===== src/design/bkhs_pkg.sv =====
// ----------------------------------------------------------------------------
// bkhs_pkg: shared types and constants of the bucketed key set
// Sizes of the store, operation codes and the structs that pass between the
// sequencer and the entry store.
// ----------------------------------------------------------------------------
package bkhs_pkg;

    localparam int KEY_BYTES    = 8;
    localparam int BUCKETS      = 256;
    localparam int BUCKET_DEPTH = 8;

    localparam int FUNC_W      = 2;
    localparam int KEY_W       = 64;
    localparam int BUCKET_IN_W = 8;
    localparam int TOT_W       = 12;

    localparam int SLOTS  = BUCKETS * BUCKET_DEPTH;
    localparam int BKT_W  = $clog2(BUCKETS);
    localparam int DEP_W  = $clog2(BUCKET_DEPTH);
    localparam int SLOT_W = $clog2(SLOTS);
    localparam int FILL_W = $clog2(BUCKET_DEPTH + 1);

    localparam logic [KEY_W-1:0] KEY_MASK = {KEY_W{1'b1}} >> (KEY_W - 8 * KEY_BYTES);

    localparam logic [FUNC_W-1:0] FUNC_INSERT = 2'd0;
    localparam logic [FUNC_W-1:0] FUNC_LOOKUP = 2'd1;
    localparam logic [FUNC_W-1:0] FUNC_PURGE  = 2'd2;

    typedef struct packed {
        logic             mark;
        logic [KEY_W-1:0] key;
    } entry_t;

    typedef struct packed {
        logic [FUNC_W-1:0]      func;
        logic [KEY_W-1:0]       key;
        logic [BUCKET_IN_W-1:0] bucket;
        logic                   mark;
    } cmd_t;

    typedef struct packed {
        logic              found;
        logic              error_code;
        logic [TOT_W-1:0]  total_count;
    } result_t;

    typedef struct packed {
        logic              ent_rd_en;
        logic [SLOT_W-1:0] ent_rd_addr;
        logic              ent_wr_en;
        logic [SLOT_W-1:0] ent_wr_addr;
        entry_t            ent_wr_data;
        logic [BKT_W-1:0]  fill_rd_addr;
        logic              fill_wr_en;
        logic [BKT_W-1:0]  fill_wr_addr;
        logic [FILL_W-1:0] fill_wr_data;
    } store_req_t;

    typedef struct packed {
        entry_t            ent_rd_data;
        logic [FILL_W-1:0] fill_rd_data;
    } store_rsp_t;

    function automatic logic [SLOT_W-1:0] slot_addr(input logic [BKT_W-1:0] bkt,
                                                    input logic [DEP_W-1:0] idx);
        return {bkt, idx};
    endfunction

endpackage


===== src/design/bkhs_ctrl.sv =====
// ----------------------------------------------------------------------------
// bkhs_ctrl: operation sequencer
// Walks bucket entries one at a time, comparing keys for insert and lookup
// and marks for purge, and issues the store reads and writes for each.
// ----------------------------------------------------------------------------
module bkhs_ctrl (
    input  logic                  clk,
    input  logic                  rst_n,
    input  logic                  in_valid,
    output logic                  in_ready,
    input  bkhs_pkg::cmd_t        cmd,
    output bkhs_pkg::store_req_t  req,
    input  bkhs_pkg::store_rsp_t  rsp,
    output logic                  done,
    output bkhs_pkg::result_t     res,
    input  logic                  take
);
    import bkhs_pkg::*;

    localparam logic [3:0] S_IDLE   = 4'd0;
    localparam logic [3:0] S_FILL   = 4'd1;
    localparam logic [3:0] S_SCAN   = 4'd2;
    localparam logic [3:0] S_FIN    = 4'd3;
    localparam logic [3:0] S_DONE   = 4'd4;
    localparam logic [3:0] S_P_RQ   = 4'd5;
    localparam logic [3:0] S_P_FILL = 4'd6;
    localparam logic [3:0] S_P_RDI  = 4'd7;
    localparam logic [3:0] S_P_CHKI = 4'd8;
    localparam logic [3:0] S_P_SRCH = 4'd9;
    localparam logic [3:0] S_P_CHKJ = 4'd10;
    localparam logic [3:0] S_P_WB   = 4'd11;

    logic [3:0]        state_reg,  state_next;
    logic [FUNC_W-1:0] func_reg,   func_next;
    logic [KEY_W-1:0]  key_reg,    key_next;
    logic [BKT_W-1:0]  bkt_reg,    bkt_next;
    logic              mark_reg,   mark_next;
    logic [FILL_W-1:0] fill_reg,   fill_next;
    logic [FILL_W-1:0] rd_idx_reg, rd_idx_next;
    logic [DEP_W-1:0]  cmp_idx_reg, cmp_idx_next;
    logic              pend_reg,   pend_next;
    logic [DEP_W-1:0]  hit_reg,    hit_next;
    logic              found_reg,  found_next;
    logic              err_reg,    err_next;
    logic [TOT_W-1:0]  total_reg,  total_next;
    logic [FILL_W-1:0] pi_reg,     pi_next;
    logic [FILL_W-1:0] pj_reg,     pj_next;
    logic [BKT_W-1:0]  pbkt_reg,   pbkt_next;
    logic [TOT_W-1:0]  psum_reg,   psum_next;

    logic              match_now;
    logic              issue;
    entry_t            ent;

    always_ff @(posedge clk or negedge rst_n)
    begin
        if (!rst_n)
        begin
            state_reg <= S_IDLE;
            pend_reg  <= 1'b0;
            total_reg <= '0;
        end
        else
        begin
            state_reg <= state_next;
            pend_reg  <= pend_next;
            total_reg <= total_next;
        end
    end

    always_ff @(posedge clk)
    begin
        func_reg    <= func_next;
        key_reg     <= key_next;
        bkt_reg     <= bkt_next;
        mark_reg    <= mark_next;
        fill_reg    <= fill_next;
        rd_idx_reg  <= rd_idx_next;
        cmp_idx_reg <= cmp_idx_next;
        hit_reg     <= hit_next;
        found_reg   <= found_next;
        err_reg     <= err_next;
        pi_reg      <= pi_next;
        pj_reg      <= pj_next;
        pbkt_reg    <= pbkt_next;
        psum_reg    <= psum_next;
    end

    always_comb
    begin
        ent          = rsp.ent_rd_data;
        state_next   = state_reg;
        func_next    = func_reg;
        key_next     = key_reg;
        bkt_next     = bkt_reg;
        mark_next    = mark_reg;
        fill_next    = fill_reg;
        rd_idx_next  = rd_idx_reg;
        cmp_idx_next = cmp_idx_reg;
        pend_next    = pend_reg;
        hit_next     = hit_reg;
        found_next   = found_reg;
        err_next     = err_reg;
        total_next   = total_reg;
        pi_next      = pi_reg;
        pj_next      = pj_reg;
        pbkt_next    = pbkt_reg;
        psum_next    = psum_reg;
        req          = '0;
        req.fill_rd_addr = pbkt_reg;
        done         = 1'b0;
        in_ready     = (state_reg == S_IDLE);
        match_now    = pend_reg && (((ent.key ^ key_reg) & KEY_MASK) == '0);
        issue        = (rd_idx_reg < fill_reg) && !match_now;

        unique case (state_reg)
            S_IDLE:
            begin
                req.fill_rd_addr = cmd.bucket[BKT_W-1:0];
                if (in_valid)
                begin
                    func_next  = cmd.func;
                    key_next   = cmd.key;
                    bkt_next   = cmd.bucket[BKT_W-1:0];
                    mark_next  = cmd.mark;
                    found_next = 1'b0;
                    err_next   = 1'b0;
                    pbkt_next  = '0;
                    psum_next  = '0;
                    unique case (cmd.func) inside
                        FUNC_INSERT, FUNC_LOOKUP: state_next = S_FILL;
                        FUNC_PURGE:               state_next = S_P_RQ;
                        default:                  state_next = S_DONE;
                    endcase
                end
            end
            S_FILL:
            begin
                fill_next   = rsp.fill_rd_data;
                rd_idx_next = '0;
                pend_next   = 1'b0;
                state_next  = S_SCAN;
            end
            S_SCAN:
            begin
                if (match_now)
                begin
                    found_next = 1'b1;
                    hit_next   = cmp_idx_reg;
                    pend_next  = 1'b0;
                    state_next = S_FIN;
                end
                else if (!issue && !pend_reg)
                begin
                    state_next = S_FIN;
                end
                else
                begin
                    req.ent_rd_en   = issue;
                    req.ent_rd_addr = slot_addr(bkt_reg, rd_idx_reg[DEP_W-1:0]);
                    pend_next       = issue;
                    cmp_idx_next    = rd_idx_reg[DEP_W-1:0];
                    if (issue)
                    begin
                        rd_idx_next = rd_idx_reg + 1'b1;
                    end
                end
            end
            S_FIN:
            begin
                if (func_reg == FUNC_LOOKUP)
                begin
                    if (found_reg)
                    begin
                        req.ent_wr_en   = 1'b1;
                        req.ent_wr_addr = slot_addr(bkt_reg, hit_reg);
                        req.ent_wr_data = '{mark: ent.mark | mark_reg, key: ent.key};
                    end
                end
                else if (!found_reg)
                begin
                    if (fill_reg >= FILL_W'(BUCKET_DEPTH))
                    begin
                        err_next = 1'b1;
                    end
                    else
                    begin
                        req.ent_wr_en    = 1'b1;
                        req.ent_wr_addr  = slot_addr(bkt_reg, fill_reg[DEP_W-1:0]);
                        req.ent_wr_data  = '{mark: 1'b0, key: key_reg};
                        req.fill_wr_en   = 1'b1;
                        req.fill_wr_addr = bkt_reg;
                        req.fill_wr_data = fill_reg + 1'b1;
                        total_next       = total_reg + 1'b1;
                    end
                end
                state_next = S_DONE;
            end
            S_DONE:
            begin
                done = 1'b1;
                if (take)
                begin
                    state_next = S_IDLE;
                end
            end
            S_P_RQ:
            begin
                state_next = S_P_FILL;
            end
            S_P_FILL:
            begin
                fill_next  = rsp.fill_rd_data;
                pi_next    = '0;
                state_next = S_P_RDI;
            end
            S_P_RDI:
            begin
                if (pi_reg < fill_reg)
                begin
                    req.ent_rd_en   = 1'b1;
                    req.ent_rd_addr = slot_addr(pbkt_reg, pi_reg[DEP_W-1:0]);
                    state_next      = S_P_CHKI;
                end
                else
                begin
                    state_next = S_P_WB;
                end
            end
            S_P_CHKI:
            begin
                if (ent.mark != mark_reg)
                begin
                    req.ent_wr_en   = 1'b1;
                    req.ent_wr_addr = slot_addr(pbkt_reg, pi_reg[DEP_W-1:0]);
                    req.ent_wr_data = '{mark: 1'b0, key: ent.key};
                    pi_next         = pi_reg + 1'b1;
                    state_next      = S_P_RDI;
                end
                else
                begin
                    pj_next    = fill_reg - 1'b1;
                    state_next = S_P_SRCH;
                end
            end
            S_P_SRCH:
            begin
                if (pj_reg > pi_reg)
                begin
                    req.ent_rd_en   = 1'b1;
                    req.ent_rd_addr = slot_addr(pbkt_reg, pj_reg[DEP_W-1:0]);
                    state_next      = S_P_CHKJ;
                end
                else
                begin
                    fill_next  = pi_reg;
                    state_next = S_P_WB;
                end
            end
            S_P_CHKJ:
            begin
                if (ent.mark != mark_reg)
                begin
                    req.ent_wr_en   = 1'b1;
                    req.ent_wr_addr = slot_addr(pbkt_reg, pi_reg[DEP_W-1:0]);
                    req.ent_wr_data = '{mark: 1'b0, key: ent.key};
                    fill_next       = pj_reg;
                    pi_next         = pi_reg + 1'b1;
                    state_next      = S_P_RDI;
                end
                else
                begin
                    pj_next    = pj_reg - 1'b1;
                    state_next = S_P_SRCH;
                end
            end
            S_P_WB:
            begin
                req.fill_wr_en   = 1'b1;
                req.fill_wr_addr = pbkt_reg;
                req.fill_wr_data = fill_reg;
                psum_next        = psum_reg + TOT_W'(fill_reg);
                if (pbkt_reg == BKT_W'(BUCKETS - 1))
                begin
                    total_next = psum_reg + TOT_W'(fill_reg);
                    state_next = S_DONE;
                end
                else
                begin
                    pbkt_next  = pbkt_reg + 1'b1;
                    state_next = S_P_RQ;
                end
            end
            default:
            begin
                state_next = S_IDLE;
            end
        endcase
    end

    assign res.found       = found_reg;
    assign res.error_code  = err_reg;
    assign res.total_count = total_reg;

endmodule


===== config.mk =====
export PLATFORM = sky130hd
export DESIGN_NAME = bkhs_ctrl
export DESIGN_NICKNAME = d
export VERILOG_FILES = /design/src/design/bkhs_pkg.sv /design/src/design/bkhs_ctrl.sv
export SDC_FILE = /design/constraint.sdc
export NUM_CORES = 1
export LEC_CHECK = 0
export BUFFER_PORTS_ARGS = -buffer_cell sky130_fd_sc_hd__buf_2
export CORE_MARGIN = 2
export CORE_UTILIZATION = 40
export DETAILED_ROUTE_END_ITERATION = 8
export PLACE_DENSITY = 0.66
export SLEW_MARGIN = 5
export SYNTH_ARGS = -nofsm -noshare
export SYNTH_HDL_FRONTEND = slang
export SYNTH_SLANG_ARGS = --single-unit

===== constraint.sdc =====
create_clock -name clk -period 6.26 [get_ports clk]
set_input_delay 0.626 -clock clk [delete_from_list [all_inputs] [get_ports clk]]
set_output_delay 0.626 -clock clk [all_outputs]
set_load 0.01 [all_outputs]

==> impl_metrics.ini <==
[route]
met1_length_mm = 10.2
met3WireLength_mm = 2.13
wl_met2_mm = 12.7
wire_per_inst_um = 19.8
wl_mm = 25.6
vias = 7092
firstDrtPassIters = 5
ant_nets = 0
drcViolationCount = 0
first_iter_violations = 617
dr.max_layer_used = met5
via_per_inst = 5.49

[logic_synthesis]
seq_area_frac_synth = 0.503
synth_top_area_frac = 0.449
yosys_most_used_dff = edfxtp_1
ys_warn_count = 0
synthCells = 751
yosysMostFrequentCell = edfxtp_1
synth_cell_types = 56
synth.area.mux_share = 0.00802
synth_fp_nets = 922
synth_top_family_by_area = compound AO/OA/AOI/OAI gates
synth.area.top_cells = edfxtp_1 (45%), a22o_1 (7.7%), xnor2_1 (6.9%), dfrtp_1 (5.3%), ha_1 (3.5%)
yosysTopAreaCell = edfxtp_1
yosys.area_share.xor_xnor = 0.0881
synthSimpleGateAreaFrac = 0.133
syn-cell-area_um2 = 7960
ys_top_cells_by_count = edfxtp_1 (119), a22o_1 (70), xnor2_1 (63)
synth-seq-cells = 136
avgSynthCellArea_um2 = 10.6
async_flop_share = 0.125
synth-adder-area-share = 0.0371
synth-edff-count = 119
synth_compound_area_frac = 0.189

[setup_path]
startpoint_type = register
path_class = reg2out
crit_arrival_ps = 4100
critPathCaptureType = primary output
worst-r2r-setup-slack_ps = 2860
cp_max_fo = 39
required_ps = 5630

[global_route]
grt_pass1_wl_mm = 38.9
grt_pass1_vias = 6940
grt_max_degree = 73
antenna_found_initial = 7
grt_use_total = 0.238
overflow = 0

[timing]
fin_hold_ws_ps = 141
relSlewSlack = 0.356
slew_violations = 0
worst_slew_pin_slew_ps = 966
setup_slack_ps = 1530
tns_ps = 0
maxClockFrequency_mhz = 212
rsz0062_at_grt = false
post-route-period-util = 0.755
clock-skew-final_ps = 16.8
setup_viol = 0
hold_viol_final = 0
min_period_ps = 4730

[finish]
fill_cells = 1818
syn2layout_area_growth_pct = 27.4
final_area_um2 = 10100
fin_cells = 1291
drive_gt1_frac = 0.316
regArea_um2 = 4000
multi_input_area_um2 = 3620
largest_register_ffs = 64
final_util = 0.521
final_nets = 1180

[floorplan]
coreArea_um2 = 19500
die_h_um = 145
die_w_um = 145
start_util = 0.409
die-area_um2 = 21000
rows = 51
io_pins = 274

[clock_tree]
clockBufferDepth = 2
clk_pin_slew_ps = 60
cts_setup_buffers = 0
clock_latency_ps = 420
cts_buffers = 17
cts_tree = built
ctsResizeCount = 0
cts_hold_buf = 0
clock-root-buffer = clkbuf_16
numClockSinks = 136
htree_levels = 4

[worst_hold_path]
hold_path_class = in2async

[place]
routabilityCongestion = 0.882
port_buffers = 273
place_ws_ps = 2030
dp.cells = 1255
hpwl_mm = 19.2
dpl-instance-area_um2 = 9520

[power_and_ir_drop]
sw_frac_of_total = 0.380
comb_power_share = 0.367
p_per_area_nw_per_um2 = 394
p_total_mw = 3.99
peakVddDrop_mv = 0.228
internal_power_mw = 2.48
power.switching_mw = 1.52
pwr-share-seq = 0.371
leakage_nw = 4.33
p_clk_frac = 0.262

[status]
status = completed

[run]
max-cap-violations = 0
cell type report:
| type | count | share of cell area |
|---|---|---|
| diodes | 5 | 0.00123 |
| clock inverters | 14 | 0.0180 |
| multi-input cells | 535 | 0.357 |
| clock buffers | 17 | 0.0420 |
| flip-flops and latches | 136 | 0.394 |
| repair buffers | 280 | 0.140 |
| inverters | 39 | 0.0146 |
| well taps | 265 | 0.0327 |
power by group through the flow:
stage          logic, mW  clock network, mW  registers, mW
6_report            1.47               1.05           1.48
5_1_grt             1.62               1.10           1.51
4_1_cts             1.46               1.06           1.48
3_5_place_dp        1.45                  0           1.50
3_3_place_gp        1.44                  0           1.49
2_1_floorplan       1.05                  0           1.38
cells in the final DEF, fill, tap and decap left out, types with 3 or more instances in the layout:
cell / synthesis / routed
nand4_1: 19 / 19
nor4_1: 8 / 8
a22o_1: 70 / 70
clkinv_1: 0 / 3
a21o_1: 6 / 6
mux2_2: 3 / 3
nand3_1: 23 / 23
o31ai_1: 4 / 4
and3_1: 5 / 5
a31oi_1: 3 / 3
a21oi_1: 40 / 40
o21ai_0: 39 / 39
clkinv_2: 0 / 3
nor2_1: 58 / 58
dfrtp_1: 17 / 17
nor3_1: 15 / 15
mux2i_1: 3 / 3
xnor2_1: 63 / 63
nand2b_1: 6 / 6
clkbuf_16: 0 / 17
a31o_2: 3 / 3
diode_2: 0 / 5
edfxtp_1: 119 / 119
and2_1: 3 / 3
o32ai_1: 6 / 6
o22ai_1: 8 / 8
o21ai_1: 4 / 4
inv_1: 39 / 38
ha_1: 22 / 22
buf_2: 10 / 273
nor2b_1: 10 / 10
buf_4: 7 / 7
clkinv_4: 0 / 3
o21a_1: 5 / 5
bufinv_16: 0 / 4
xor2_1: 17 / 17
nand2_1: 55 / 54
a211oi_1: 6 / 6
critical path, stage by stage (launching register included):
cell and delay, ps:
dfrtp_1 920, nor4bb_1 840, nand3_1 330, nand2_2 670, buf_4 420, nand2_1 80, o21ai_0 170, buf_2 220
routing by layer:
| metal | vias to the layer above | global-route usage |
|---|---|---|
| met5 | - | 0 |
| met2 | 310 | 0.407 |
| met4 | 4 | 0.0752 |
| met3 | 42 | 0.0745 |
| met1 | 3390 | 0.285 |
| li1 | 3346 | - |
path summary, 6_finish.rpt:
check,start,endpoint,cells after the start
hold / removal,rst_n,state_reg[2],1
setup / recovery,state_reg[0],req[64],7
hold reg to reg,cmp_idx_reg[2],hit_reg[2],0
max in group asynchronous,rst_n,total_reg[6],1
setup reg to reg,state_reg[0],total_reg[11],5
min in group clk,cmd[26],key_reg[17],1
logic make-up after synthesis:
group                      Yosys count
AOI/OAI and AO/OA                  212
xor gates and xnor gates            80
muxes                                6
buffers and inverters               80
and+or+nand+nor                    214
adders and majority gates           23
DFF                                136
Note: power is estimated with default switching activity, not from simulation.
